`src/lir_pkg.sv`:
```
// ----------------------------------------------------------------------------
// lir_pkg
// Shared types and constants of the linear interpolation resampler.
// ----------------------------------------------------------------------------
package lir_pkg;

	localparam int TARGET_RATE_DEF = 16000;
	localparam int RATE_FLOOR      = 4000;
	localparam int RATE_CEIL       = 192000;
	localparam int RATE_RESET      = 16000;
	localparam int MAX_RESULTS     = 8;
	localparam int RATE_W          = 18;

	// offset binary conversion of a 16-bit sample
	localparam logic [15:0] SIGN_FLIP = 16'h8000;

	typedef logic signed [15:0] sample_t;

	typedef enum logic [2:0] {
		S_IDLE,
		S_PEND,
		S_LOOP,
		S_WAIT,
		S_TAIL,
		S_FLUSH
	} lir_seq_state_t;

	typedef enum logic [2:0] {
		U_IDLE,
		U_MUL0,
		U_MUL1,
		U_ADD,
		U_RECIP,
		U_BACK,
		U_FIX
	} lir_unit_state_t;

	typedef struct packed {
		logic        start;
		sample_t     a;
		sample_t     b;
		logic [15:0] r;
	} lir_lerp_req_t;

	typedef struct packed {
		logic    valid;
		sample_t value;
	} lir_lerp_rsp_t;

endpackage

```
`src/lir_in_if.sv`:
```
// ----------------------------------------------------------------------------
// lir_in_if
// Input sample channel: valid/ready handshake with one sample word.
// ----------------------------------------------------------------------------
interface lir_in_if;
	logic               valid;
	logic               ready;
	logic signed [15:0] sample_in;
	logic               stream_end;

	modport source (output valid, output sample_in, output stream_end, input ready);
	modport sink (input valid, input sample_in, input stream_end, output ready);
endinterface

```
`src/lir_out_if.sv`:
```
// ----------------------------------------------------------------------------
// lir_out_if
// Output sample channel: valid/ready handshake with one result word.
// ----------------------------------------------------------------------------
interface lir_out_if;
	logic               valid;
	logic               ready;
	logic signed [15:0] sample_out;
	logic               run_last;
	logic               stream_done;

	modport source (output valid, output sample_out, output run_last, output stream_done,
		input ready);
	modport sink (input valid, input sample_out, input run_last, input stream_done,
		output ready);
endinterface

```
`src/lir_cfg_if.sv`:
```
// ----------------------------------------------------------------------------
// lir_cfg_if
// Configuration write channel carrying the input rate register.
// ----------------------------------------------------------------------------
interface lir_cfg_if;
	logic        valid;
	logic        ready;
	logic [17:0] rate_hz;

	modport source (output valid, output rate_hz, input ready);
	modport sink (input valid, input rate_hz, output ready);
endinterface

```
`src/lir_lerp_unit.sv`:
```
// ----------------------------------------------------------------------------
// lir_lerp_unit
// Shared interpolation unit: one multiplier forms both products, then a
// reciprocal multiply by 2^32/T and a back multiply with a one-step
// correction give the floored quotient.
// ----------------------------------------------------------------------------
module lir_lerp_unit #(
	parameter int TARGET_RATE = lir_pkg::TARGET_RATE_DEF
) (
	input  logic                  clk,
	input  logic                  arst_n,
	input  lir_pkg::lir_lerp_req_t req,
	output lir_pkg::lir_lerp_rsp_t rsp
);
	import lir_pkg::*;

	localparam logic [15:0] T_C     = 16'(TARGET_RATE);
	localparam logic [19:0] T_C20   = 20'(TARGET_RATE);
	localparam logic [31:0] T_C32   = 32'(TARGET_RATE);
	localparam logic [31:0] T2_C32  = 32'(2 * TARGET_RATE);
	// floor(2^32 / T): the quotient estimate is low by at most one
	localparam logic [19:0] RECIP_C = 20'(64'h1_0000_0000 / 64'(TARGET_RATE));

	lir_unit_state_t state_q, state_d;

	logic [15:0] ua_q, ub_q, r_q, qest_q, num_q;
	logic [31:0] prod_s1, acc_q, sum_q;
	logic        vld_q;

	logic        ld_prod, ld_acc, ld_sum, ld_qest, ld_fix;
	logic [31:0] mul_x;
	logic [19:0] mul_y;
	logic [47:0] prod;
	logic [31:0] fix_rem;
	logic        fix_up;

	// next state
	always_comb begin
		state_d = state_q;
		unique case (state_q)
			U_IDLE:  if (req.start) state_d = U_MUL0;
			U_MUL0:  state_d = U_MUL1;
			U_MUL1:  state_d = U_ADD;
			U_ADD:   state_d = U_RECIP;
			U_RECIP: state_d = U_BACK;
			U_BACK:  state_d = U_FIX;
			U_FIX:   state_d = U_IDLE;
			default: state_d = U_IDLE;
		endcase
	end

	// step controls and multiplier operands
	always_comb begin
		mul_x   = {16'b0, ua_q};
		mul_y   = {4'b0, T_C - r_q};
		ld_prod = 1'b0;
		ld_acc  = 1'b0;
		ld_sum  = 1'b0;
		ld_qest = 1'b0;
		ld_fix  = 1'b0;
		unique case (state_q)
			U_IDLE: ;
			U_MUL0: ld_prod = 1'b1;
			U_MUL1: begin
				mul_x   = {16'b0, ub_q};
				mul_y   = {4'b0, r_q};
				ld_prod = 1'b1;
				ld_acc  = 1'b1;
			end
			U_ADD:   ld_sum = 1'b1;
			U_RECIP: begin
				mul_x   = sum_q;
				mul_y   = RECIP_C;
				ld_qest = 1'b1;
			end
			U_BACK: begin
				mul_x   = {16'b0, qest_q};
				mul_y   = T_C20;
				ld_prod = 1'b1;
			end
			U_FIX:   ld_fix = 1'b1;
			default: ;
		endcase
	end

	// a*(T-r) + b*r in offset binary, so the sum stays non-negative
	assign prod    = 48'(mul_x) * 48'(mul_y);
	assign fix_rem = sum_q - prod_s1;
	assign fix_up  = (fix_rem >= T_C32);

	always_ff @(posedge clk or negedge arst_n) begin
		if (!arst_n) begin
			state_q <= U_IDLE;
			vld_q   <= 1'b0;
		end else begin
			state_q <= state_d;
			if (state_q == U_IDLE && req.start) vld_q <= 1'b0;
			else if (ld_fix) vld_q <= 1'b1;
		end
	end

	always_ff @(posedge clk) begin
		if (state_q == U_IDLE && req.start) begin
			ua_q <= req.a ^ SIGN_FLIP;
			ub_q <= req.b ^ SIGN_FLIP;
			r_q  <= req.r;
		end
		if (ld_prod) prod_s1 <= prod[31:0];
		if (ld_acc) acc_q <= prod_s1;
		if (ld_sum) sum_q <= acc_q + prod_s1;
		// sum is below 2^16 * T, so the quotient fits 16 bits
		if (ld_qest) qest_q <= prod[47:32];
		if (ld_fix) num_q <= fix_up ? qest_q + 16'd1 : qest_q;
	end

	assign rsp.valid = vld_q;
	assign rsp.value = sample_t'(num_q ^ SIGN_FLIP);

`ifndef SYNTH
	a_start_idle: assert property (@(posedge clk) disable iff (!arst_n)
		req.start |-> state_q == U_IDLE)
		else $error("interpolation started while unit busy");

	a_valid_after_fix: assert property (@(posedge clk) disable iff (!arst_n)
		$rose(rsp.valid) |-> $past(state_q) == U_FIX)
		else $error("result valid without a finished quotient");

	a_rem_bound: assert property (@(posedge clk) disable iff (!arst_n)
		state_q == U_FIX |-> fix_rem < T2_C32)
		else $error("quotient estimate off by more than one");
`endif
endmodule

```
`src/linear_interp_resampler_core.sv`:
```
// ----------------------------------------------------------------------------
// linear_interp_resampler_core
// Streaming linear interpolation resampler to a fixed target rate, with an
// exact rational position and a floored interpolation.
// ----------------------------------------------------------------------------
//   channel   dir   word                                    handshake
//   cfg       in    rate_hz (18b)                           valid/ready
//   samples   in    sample_in (16b signed), stream_end      valid/ready
//   results   out   sample_out (16b signed), run_last,      valid/ready
//                   stream_done
//
//   each interpolated output of a sample runs the six steps of the shared
//   multiplier unit; trailing outputs at stream end and the first sample of
//   a stream use no multiply; no new word is taken meanwhile
//   reset: asynchronous, no clearing pass; the rate register resets to 16000
//   a stalled results channel holds the sequencer once the output register
//   and the one-word lookahead are both full
// ----------------------------------------------------------------------------
module linear_interp_resampler_core #(
	parameter int TARGET_RATE = lir_pkg::TARGET_RATE_DEF
) (
	input  logic       clk,
	input  logic       arst_n,
	lir_cfg_if.sink    cfg,
	lir_in_if.sink     samples,
	lir_out_if.source  results
);
	import lir_pkg::*;

	localparam int          RATE_QTR = (TARGET_RATE + 3) / 4;
	localparam int          RATE_LO  = (RATE_FLOOR > RATE_QTR) ? RATE_FLOOR : RATE_QTR;
	localparam logic [19:0] T1W      = 20'(TARGET_RATE);
	localparam logic [19:0] T2W      = 20'(2 * TARGET_RATE);
	localparam int          NW       = $clog2(MAX_RESULTS + 1);

	lir_seq_state_t state_q, state_d;

	logic [RATE_W-1:0] rate_cfg_q, rate_sat, rate_q;
	sample_t           prev_q, x_q, pend_q, held_val_q, out_val_q;
	logic              have_q, pend_valid_q, held_q, out_valid_q, end_q;
	logic [17:0]       pos_q;
	logic [18:0]       r_q;
	logic [NW-1:0]     n_q;
	logic              out_last_q, out_done_q;

	lir_lerp_req_t lerp_req;
	lir_lerp_rsp_t lerp_rsp;

	logic        in_ready, accept;
	logic        emit_req, emit_fire, emit_stall, can_emit, out_free, n_full;
	sample_t     emit_val;
	logic        start_lerp, flush_push, flush_exit, out_load;
	logic [19:0] sum_r;
	logic        r_below_t, fits2, tail_fits;

	lir_lerp_unit #(
		.TARGET_RATE(TARGET_RATE)
	) u_lerp (
		.clk   (clk),
		.arst_n(arst_n),
		.req   (lerp_req),
		.rsp   (lerp_rsp)
	);

	always_comb begin
		if (rate_cfg_q < RATE_W'(RATE_LO)) rate_sat = RATE_W'(RATE_LO);
		else if (rate_cfg_q > RATE_W'(RATE_CEIL)) rate_sat = RATE_W'(RATE_CEIL);
		else rate_sat = rate_cfg_q;
	end

	assign sum_r     = {1'b0, r_q} + 20'(rate_q);
	assign r_below_t = ({1'b0, r_q} < T1W);
	assign fits2     = (sum_r <= T2W);
	assign tail_fits = (sum_r <= T1W);

	assign accept     = samples.valid && in_ready;
	assign out_free   = !out_valid_q || results.ready;
	assign can_emit   = !held_q || out_free;
	assign n_full     = (n_q == NW'(MAX_RESULTS));
	// beyond the result limit a word is simply dropped
	assign emit_fire  = emit_req && !n_full && can_emit;
	assign emit_stall = emit_req && !n_full && !can_emit;
	assign flush_exit = (state_q == S_FLUSH) && (!held_q || out_free);
	assign out_load   = (emit_fire && held_q) || flush_push;

	// sequencer outputs
	always_comb begin
		in_ready   = 1'b0;
		emit_req   = 1'b0;
		emit_val   = x_q;
		start_lerp = 1'b0;
		flush_push = 1'b0;
		unique case (state_q)
			S_IDLE:  in_ready = 1'b1;
			S_PEND: begin
				emit_req = pend_valid_q && ({1'b0, r_q} <= T2W);
				emit_val = pend_q;
			end
			S_LOOP:  start_lerp = r_below_t;
			S_WAIT: begin
				emit_req = lerp_rsp.valid && fits2;
				emit_val = lerp_rsp.value;
			end
			S_TAIL:  emit_req = end_q && tail_fits;
			S_FLUSH: flush_push = held_q && out_free;
			default: ;
		endcase
	end

	// sequencer next state
	always_comb begin
		state_d = state_q;
		unique case (state_q)
			S_IDLE:  if (accept) state_d = have_q ? S_PEND : S_TAIL;
			S_PEND:  if (!emit_stall) state_d = S_LOOP;
			S_LOOP:  state_d = r_below_t ? S_WAIT : S_TAIL;
			S_WAIT:  if (lerp_rsp.valid && !emit_stall) state_d = S_LOOP;
			S_TAIL:  if (!(end_q && tail_fits)) state_d = S_FLUSH;
			S_FLUSH: if (flush_exit) state_d = S_IDLE;
			default: state_d = S_IDLE;
		endcase
	end

	assign lerp_req.start = start_lerp;
	assign lerp_req.a     = prev_q;
	assign lerp_req.b     = x_q;
	assign lerp_req.r     = r_q[15:0];

	always_ff @(posedge clk or negedge arst_n) begin
		if (!arst_n) begin
			state_q      <= S_IDLE;
			rate_cfg_q   <= RATE_W'(RATE_RESET);
			have_q       <= 1'b0;
			pend_valid_q <= 1'b0;
			held_q       <= 1'b0;
			out_valid_q  <= 1'b0;
			n_q          <= '0;
			pos_q        <= '0;
			prev_q       <= '0;
		end else begin
			state_q <= state_d;
			if (cfg.valid) rate_cfg_q <= cfg.rate_hz;

			if (out_load) out_valid_q <= 1'b1;
			else if (results.ready) out_valid_q <= 1'b0;

			if (accept) begin
				held_q <= 1'b0;
				n_q    <= '0;
			end else if (emit_fire) begin
				held_q <= 1'b1;
				n_q    <= n_q + 1'b1;
			end else if (flush_exit) begin
				held_q <= 1'b0;
			end

			if (state_q == S_PEND && emit_req && !emit_stall) pend_valid_q <= 1'b0;
			else if (state_q == S_WAIT && lerp_rsp.valid && !fits2) pend_valid_q <= 1'b1;
			else if (flush_exit && end_q) pend_valid_q <= 1'b0;

			if (flush_exit) begin
				if (end_q) begin
					prev_q <= '0;
					have_q <= 1'b0;
					pos_q  <= '0;
				end else begin
					prev_q <= x_q;
					have_q <= 1'b1;
					pos_q  <= r_q[17:0];
				end
			end
		end
	end

	always_ff @(posedge clk) begin
		if (accept) begin
			x_q    <= samples.sample_in;
			end_q  <= samples.stream_end;
			rate_q <= rate_sat;
			r_q    <= {1'b0, pos_q};
		end else if (state_q == S_LOOP && !r_below_t) begin
			r_q <= 19'({1'b0, r_q} - T1W);
		end else if (state_q == S_WAIT && lerp_rsp.valid && !emit_stall) begin
			r_q <= sum_r[18:0];
		end else if (state_q == S_TAIL && emit_req && !emit_stall) begin
			r_q <= sum_r[18:0];
		end

		if (state_q == S_WAIT && lerp_rsp.valid && !fits2) pend_q <= lerp_rsp.value;
		if (emit_fire) held_val_q <= emit_val;

		// previous word goes out once the next one is known
		if (out_load) begin
			out_val_q  <= held_val_q;
			out_last_q <= flush_push;
			out_done_q <= flush_push && end_q;
		end
	end

	assign cfg.ready           = 1'b1;
	assign samples.ready       = in_ready;
	assign results.valid       = out_valid_q;
	assign results.sample_out  = out_val_q;
	assign results.run_last    = out_last_q;
	assign results.stream_done = out_done_q;

`ifndef SYNTH
	a_idle_no_held: assert property (@(posedge clk) disable iff (!arst_n)
		state_q == S_IDLE |-> !held_q)
		else $error("lookahead word left behind at item end");

	a_count_bound: assert property (@(posedge clk) disable iff (!arst_n)
		n_q <= NW'(MAX_RESULTS))
		else $error("result count beyond limit");

	a_done_is_last: assert property (@(posedge clk) disable iff (!arst_n)
		results.valid && results.stream_done |-> results.run_last)
		else $error("stream_done without run_last");

	a_wait_position: assert property (@(posedge clk) disable iff (!arst_n)
		state_q == S_WAIT |-> r_below_t)
		else $error("interpolation position outside current interval");
`endif
endmodule

```
`src/flat_wrapper.sv`:
```
// flat-port wrapper written by rule: the top's interface ports become plain ports
module linear_interp_resampler_core_flat import lir_pkg::*;
#(
	parameter int TARGET_RATE = lir_pkg::TARGET_RATE_DEF
)
  (clk, arst_n, cfg_valid, cfg_rate_hz, cfg_ready, samples_valid, samples_sample_in, samples_stream_end, samples_ready, results_valid, results_sample_out, results_run_last, results_stream_done, results_ready);
  lir_cfg_if cfg_i ();
  lir_in_if samples_i ();
  lir_out_if results_i ();
  input  logic clk;
  input  logic arst_n;
  input wire logic [$bits(cfg_i.valid)-1:0] cfg_valid;
  input wire logic [$bits(cfg_i.rate_hz)-1:0] cfg_rate_hz;
  output wire logic [$bits(cfg_i.ready)-1:0] cfg_ready;
  input wire logic [$bits(samples_i.valid)-1:0] samples_valid;
  input wire logic [$bits(samples_i.sample_in)-1:0] samples_sample_in;
  input wire logic [$bits(samples_i.stream_end)-1:0] samples_stream_end;
  output wire logic [$bits(samples_i.ready)-1:0] samples_ready;
  output wire logic [$bits(results_i.valid)-1:0] results_valid;
  output wire logic [$bits(results_i.sample_out)-1:0] results_sample_out;
  output wire logic [$bits(results_i.run_last)-1:0] results_run_last;
  output wire logic [$bits(results_i.stream_done)-1:0] results_stream_done;
  input wire logic [$bits(results_i.ready)-1:0] results_ready;
  assign cfg_i.valid = cfg_valid;
  assign cfg_i.rate_hz = cfg_rate_hz;
  assign cfg_ready = cfg_i.ready;
  assign samples_i.valid = samples_valid;
  assign samples_i.sample_in = samples_sample_in;
  assign samples_i.stream_end = samples_stream_end;
  assign samples_ready = samples_i.ready;
  assign results_valid = results_i.valid;
  assign results_sample_out = results_i.sample_out;
  assign results_run_last = results_i.run_last;
  assign results_stream_done = results_i.stream_done;
  assign results_i.ready = results_ready;
  linear_interp_resampler_core #(.TARGET_RATE(TARGET_RATE)) u_core (.clk(clk), .arst_n(arst_n), .cfg(cfg_i), .samples(samples_i), .results(results_i));
endmodule
```
`config.mk`:
```
export PLATFORM = sky130hd
export DESIGN_NAME = linear_interp_resampler_core_flat
export DESIGN_NICKNAME = d
export VERILOG_FILES = /design/src/lir_pkg.sv /design/src/lir_in_if.sv /design/src/lir_out_if.sv /design/src/lir_cfg_if.sv /design/src/lir_lerp_unit.sv /design/src/linear_interp_resampler_core.sv /design/src/flat_wrapper.sv
export SDC_FILE = /design/constraint.sdc
export NUM_CORES = 2
export LEC_CHECK = 0
export ABC_AREA = 1
export BUFFER_PORTS_ARGS = -buffer_cell sky130_fd_sc_hd__buf_2
export CAP_MARGIN = 25
export CORE_ASPECT_RATIO = 1.25
export CORE_MARGIN = 1.5
export CORE_UTILIZATION = 50
export CTS_CLUSTER_SIZE = 14
export DETAILED_ROUTE_END_ITERATION = 12
export PLACE_DENSITY_LB_ADDON = 0.2
export SLEW_MARGIN = 10
export SYNTH_ARGS = -nofsm -noshare
export SYNTH_HDL_FRONTEND = slang
export SYNTH_SLANG_ARGS = --single-unit
```
`constraint.sdc`:
```
create_clock -name clk -period 8.98 [get_ports clk]
set_clock_uncertainty 0.05 [all_clocks]
set_input_delay 0.449 -clock clk [delete_from_list [all_inputs] [get_ports clk]]
set_output_delay 0.449 -clock clk [all_outputs]
set_load 0.02 [all_outputs]
```
==> Word level (Yosys, flattened, before mapping) <==
Index checks and enable logic that the tools add are counted.
{ "totals": {"reg_bits": 347} }
{ "op_classes": {"magnitude_cmp": 7, "eq_ne": 18, "muxes": 43, "n_bitwise": 3, "mul": 1, "n_addsub": 7, "reduce_logical": 44} }
{ "op_table": {"columns": ["operator", "count"], "rows": [
  ["$pmux W32 S3", 1],
  ["$mux W19", 3],
  ["$pmux W19 S3", 1],
  ["$mux W18", 3],
  ["$mul A32 B20 Y48", 1],
  ["$pmux W3 S6", 2],
  ["$add A32 B32 Y32", 1],
  ["$ge A32 B14 Y1 const B", 1],
  ["$mux W16", 2],
  ["$pmux W16 S2", 1],
  ["$sub A32 B32 Y32", 1],
  ["$mux W3", 8],
  ["$logic_and A1 B1 Y1", 22],
  ["$add A19 B18 Y20", 1],
  ["$le A20 B14 Y1 const B", 1],
  ["$le A20 B15 Y1 const B", 1],
  ["$le A19 B15 Y1 const B", 1],
  ["$lt A19 B14 Y1 const B", 1],
  ["$mux W1", 19],
  ["$sub A19 B14 Y19 const B", 1],
  ["$gt A18 B18 Y1 const B", 1],
  ["$lt A18 B12 Y1 const B", 1],
  ["$add A16 B1 Y16 const B", 1],
  ["$sub A14 B16 Y16 const A", 1],
  ["19 further kinds", 47]
]} }

==> Logic depth before layout (Yosys ltp) <==
{ "depth": {"ltp_word": 12, "ltp_mapped": 41} }

==> Hierarchy <==
A second synthesis with hierarchy kept.
{ "unflattened": {"cells_unflattened": 4254, "hier_area_um2": 36359.9} }
{ "by_module_without_submodules": {"columns": ["module", "cells_per_inst", "instances", "area_per_inst_um2"], "rows": [
  ["lir_lerp_unit", 3378, 1, 28194.5],
  ["linear_interp_resampler_core", 876, 1, 8165.3]
]} }

==> Worst setup path before layout <==
OpenSTA, ideal clock, no wires.
{ "synth_timing": {"path_kind": "register to register", "from": "register u_core.u_lerp.state_q[0]", "to": "register u_core.u_lerp.qest_q[11], data pin", "required_ns": 8.670, "arrival_ns": 7.542, "setup_slack_ns": 1.128, "period_less_slack_ns": 7.852, "stages_incl_launch_ff": 29, "cell_sequence": "dfrtp_1 > clkbuf_1 > nor3_2 > clkbuf_1 > a22oi_1 > nand3_1 > o21ai_2 > inv_1 > nand2_1 > fa_1 > inv_1 > fa_1 > fa_1 > fa_1 > fa_1 > inv_1 > fa_1 > inv_1 > ha_1 > nand2_1 > nor2_1 > inv_1 > nor4_1 > a21oi_1 > o21ai_0 > nand3_1 > nand2_1 > a21oi_1 > xnor2_1"} }
{ "synth_between": {"elab_chain_len": 3, "elab_cells_between_ends": 6, "cone_classes": "1 x mul; 3 x eq/ne; 2 x mux"} }
{ "synth_rtl": {"columns": ["item", "line", "rtl"], "rows": [
  ["from (decl)", "lir_lerp_unit.sv:24", "lir_unit_state_t state_q, state_d;"],
  ["from (signal assigned)", "lir_lerp_unit.sv:96", "state_q <= state_d;"],
  ["$eq A3 B3 Y1 / $eq A3 B2 Y1 (equally long branches)", "lir_lerp_unit.sv:61", "unique case (state_q)"],
  ["$pmux W32 S3 / $pmux W19 S3 (equally long branches)", "lir_lerp_unit.sv:61", null],
  ["$mul A32 B20 Y48 *", "lir_lerp_unit.sv:87", "assign prod = 48'(mul_x) * 48'(mul_y);"],
  ["via u_core.u_lerp.prod[43]", "lir_lerp_unit.sv:33", "logic [47:0] prod;"],
  ["to (signal assigned)", "lir_lerp_unit.sv:112", "if (ld_qest) qest_q <= prod[47:32];"],
  ["to (decl)", "lir_lerp_unit.sv:26", "logic [15:0] ua_q, ub_q, r_q, qest_q, num_q;"]
]} }
The timed path passes the listed nets; every way through them passes the cells marked *.
A chain may end at the register's enable or synchronous reset.

==> Worst setup path in the final report <==
{ "layout_timing": {"from": "register u_core.u_lerp.state_q[2]", "to": "register u_core.u_lerp.qest_q[12], data pin"} }
The elaborated chain is that of the path after synthesis.

==> run_results.csv <==
group,metric,value,unit
finish,post_route_cells_drive_above_1_share,0.0509,
worst_setup_path,critPathTopFamily,"adder cells",
place,dp.final_hpwl,78.2,mm
logic_synthesis,yosysWarnings,0,
worst_setup_path,timing_worst_setup_path_type,"flip-flop to flip-flop",
drt,post_drt_wl_per_cell,18.3,um
logic_synthesis,synthDominantCellAreaShare,0.258,
drt,antenna_violating_nets_post_route,0,
cts,clock_sink_count,347,
global_routing,overflow,0,
worst_setup_path,worst_ep_arrival_time,8.77,ns
cts,ctsHtreeMaxLevel,2,
global_routing,grt_pass1_vias,27800,
logic_synthesis,yosys.area_share.xor_xnor,0.0311,
finish,register_area,10100,sq um
logic_synthesis,top_reg_cell_synth,"sky130_fd_sc_hd__edfxtp_1",
logic_synthesis,synth_common_cells,"sky130_fd_sc_hd__inv_1, sky130_fd_sc_hd__nand2_1, sky130_fd_sc_hd__fa_1",
floorplan,floorplan.core_area,69300,sq um
floorplan,die_w,240,um
place,detailed_place.area,37100,sq um
logic_synthesis,synth_largest_area_cell,"sky130_fd_sc_hd__fa_1",
cts,post-cts-setup-buffers,0,
logic_synthesis,synth_seq_cells,347,
hold_path,hold_path.class,"input port to async pin",
logic_synthesis,post-synth-top-count-cell,"sky130_fd_sc_hd__inv_1",
logic_synthesis,post_synthesis_compound_gate_area_fraction,0.0768,
logic_synthesis,synth.area.mux_share,0,
cts,clk_path_buf_depth,3,
global_routing,grt_max_degree,68,
finish,final_core_utilization,0.553,
drt,detail_route.drc_violations,0,
floorplan,design.die.area,71500,sq um
worst_setup_path,worst-path-max-fanout,17,
place,port_buffers,59,
place,placer_congestion_estimate,1.03,
outcome,outcome,"completed",
drt,drt_wl_total,93.8,mm
logic_synthesis,asyncSetResetFlopFracSynth,0.193,
logic_synthesis,share_of_synthesized_cell_area_in_and_or_nand_and_nor_gates,0.146,
logic_synthesis,synth_cell_types,64,
finish,finalInstanceArea,38300,sq um
finish,multiInputGateArea,21400,sq um
logic_synthesis,synth_edf_count,279,
timing,slew-limit-headroom,0.288,
timing,period_needed,8.54,ns
global_routing,grt_pass1_wl,148,mm
timing,finalSetupViolations,0,
global_routing,antenna_violations_before_repair,0,
logic_synthesis,combinational_family_with_the_most_area_after_synthesis,"adder cells",
drt,drt_iter0_drc,1486,
logic_synthesis,synth.avg_cell_area,8.94,sq um
cts,cts_tree,"yes",
floorplan,ios,61,
timing,tightestPinTransition,1.06,ns
floorplan,effective_utilization_at_floorplan,0.504,
worst_setup_path,cp_slowest_stage_delay,0.56,ns
drt,drt_pass1_iterations,6,
logic_synthesis,synth_sequential_area_ratio,0.288,
cts,cts-buffers-inserted,35,
logic_synthesis,synthTopCellsByArea,"sky130_fd_sc_hd__fa_1, sky130_fd_sc_hd__edfxtp_1, sky130_fd_sc_hd__inv_1",
cts,worst_skew_pair.late_latency,0.58,ns
cts,cts_root_buf,"sky130_fd_sc_hd__clkbuf_16",
global_routing,grtUsageTotal,0.272,
drt,routed_via_density,5.14,
finish,number_of_nets_in_the_layout,4878,
worst_setup_path,critical_path.slowest_cell,"sky130_fd_sc_hd__fa_1",
logic_synthesis,synthAdderAreaFrac,0.341,
floorplan,fp.dieH,299,um
floorplan,row_count,108,
worst_setup_path,cp_common_cell,"sky130_fd_sc_hd__inv_1",
cts,clk_transition_reported_paths,0.06,ns
timing,layout_worst_path_cycle_share,0.951,
timing,timing_max_transition_violations_final,0,
worst_setup_path,critical_path.startpoint_type,"flip-flop",
job,maxCapViolations,0,
timing,finalHoldViolCount,0,
timing,rsz0062_at_grt,"no",
timing,maxClockFrequency,0.117,GHz
logic_synthesis,syn-cell-area,35000,sq um
worst_setup_path,cp_data_required_time,9.22,ns
worst_setup_path,critPathBufInv,9,
finish,area_delta_synth_final,9.64,%
timing,setup-tns-final,0,ns
worst_setup_path,cp-end-kind,"flip-flop",
drt,routed-via-count,26300,
finish,final.fill_count,6403,
logic_synthesis,synthesis.instances,3912,
-- logic make-up after synthesis --
family | after synthesis
AO/OA/AOI/OAI | 455
XOR/XNOR | 124
adder cells (fa/ha/maj) | 682
buffers and inverters | 1072
flip-flops | 347
other | 2
AND/OR/NAND/NOR | 1230
-- state kept, by name (all words and copies together) (netlist names), 18 cells and up --
register               count
u_core.u_lerp.sum_q       32
u_core.rate_cfg_q         18
u_core.u_lerp.prod_s1     32
u_core.rate_q             18
u_core.pos_q              18
u_core.r_q                19
u_core.u_lerp.acc_q       32
-- final cells by class --
class	instances	share of cell area
well taps	935	0.0305
diodes	1	0.0000653
flip-flops and latches	347	0.263
multi-input cells	2652	0.559
clock inverters	10	0.00379
inverters	1010	0.0989
repair buffers	110	0.0182
clock buffers	54	0.0263
-- stage by stage --
step | std cells | setup slack [ns] | hold WS (ns)
2_1_floorplan | 4071 | 1.13 | 0.103
3_3_place_gp | 5046 | 0.450 | 0.352
3_5_place_dp | 5046 | 0.487 | 0.355
4_1_cts | 5118 | 0.461 | 0.00384
5_1_grt | 5118 | 0.0159 | 0.0110
6_report | 5119 | 0.444 | 0.0176
-- path summary, 6_finish.rpt --
path / start / end / slack (ns) / cells after the start
worst max-delay path: u_core.u_lerp.state_q[2] / u_core.u_lerp.qest_q[12] / 0.44 / 33
worst min-delay path: arst_n / u_core.pos_q[17] / 0.02 / 2
min in group clk: samples_sample_in[13] / u_core.x_q[13] / 0.03 / 1
worst max register to register: u_core.u_lerp.state_q[2] / u_core.u_lerp.qest_q[12] / 0.44 / 33
max in group asynchronous: arst_n / u_core.prev_q[13] / 8.21 / 2
worst min register to register: u_core.held_val_q[4] / u_core.results.sample_out[4] / 0.35 / 0
-- cells in the final DEF (no fill, tap or decap), types with 6 or more instances in the layout --
cell type                       instances
sky130_fd_sc_hd__nor3_1                26
sky130_fd_sc_hd__clkbuf_1              13
sky130_fd_sc_hd__o21a_1                21
sky130_fd_sc_hd__nor4_1                 8
sky130_fd_sc_hd__nand3_2                6
sky130_fd_sc_hd__a21oi_2                8
sky130_fd_sc_hd__o211ai_1              20
sky130_fd_sc_hd__a221oi_1              10
sky130_fd_sc_hd__clkbuf_16             35
sky130_fd_sc_hd__ha_1                 232
sky130_fd_sc_hd__dlygate4sd3_1          8
sky130_fd_sc_hd__nand3_1               94
sky130_fd_sc_hd__a21o_1                10
sky130_fd_sc_hd__fa_1                 450
sky130_fd_sc_hd__a21oi_1              148
sky130_fd_sc_hd__o21ai_1               17
sky130_fd_sc_hd__nand2_1              702
sky130_fd_sc_hd__inv_1                998
sky130_fd_sc_hd__edfxtp_1             279
sky130_fd_sc_hd__nand4_1               51
sky130_fd_sc_hd__nor2_1               306
sky130_fd_sc_hd__a31oi_1               20
sky130_fd_sc_hd__o22ai_1               25
sky130_fd_sc_hd__o21ai_2               10
sky130_fd_sc_hd__a22oi_1               13
sky130_fd_sc_hd__o21bai_1               7
sky130_fd_sc_hd__o221ai_1               9
sky130_fd_sc_hd__o21ai_0              121
sky130_fd_sc_hd__dfstp_2                6
sky130_fd_sc_hd__dfrtp_1               61
sky130_fd_sc_hd__conb_1               161
sky130_fd_sc_hd__buf_2                 59
sky130_fd_sc_hd__buf_4                 43
sky130_fd_sc_hd__xor2_1                80
sky130_fd_sc_hd__xnor2_1               44
sky130_fd_sc_hd__clkbuf_8               6
sky130_fd_sc_hd__inv_2                  8
-- worst reg2reg max path: cells and delay by family, from the launching register on --
family	cells	cell delay (ns)
xor gates and xnor gates	1	0.14
adders and majority gates	7	3.43
and+or+nand+nor	11	1.78
buffers and inverters	9	1.19
AOI/OAI and AO/OA	5	1.22
DFF	1	0.48
-- metal layers --
metal | GRT usage | routed length (um) | vias to the layer above
li1 | - | - | 12500
met1 | 0.333 | 37100 | 12800
met2 | 0.483 | 47200 | 846
met3 | 0.0377 | 5500 | 228
met4 | 0.109 | 4040 | 0
met5 | 0 | 0 | -
-- what timing repair did --
action,CTS,global route
setup endpoints to repair,0,10
hold endpoints to repair,8,0
hold buffers,8,0
gates resized for setup,0,5
Power is left out: the tool's default activity adds up to more than one toggle a clock period on the data nets, which glitch-free logic cannot reach.
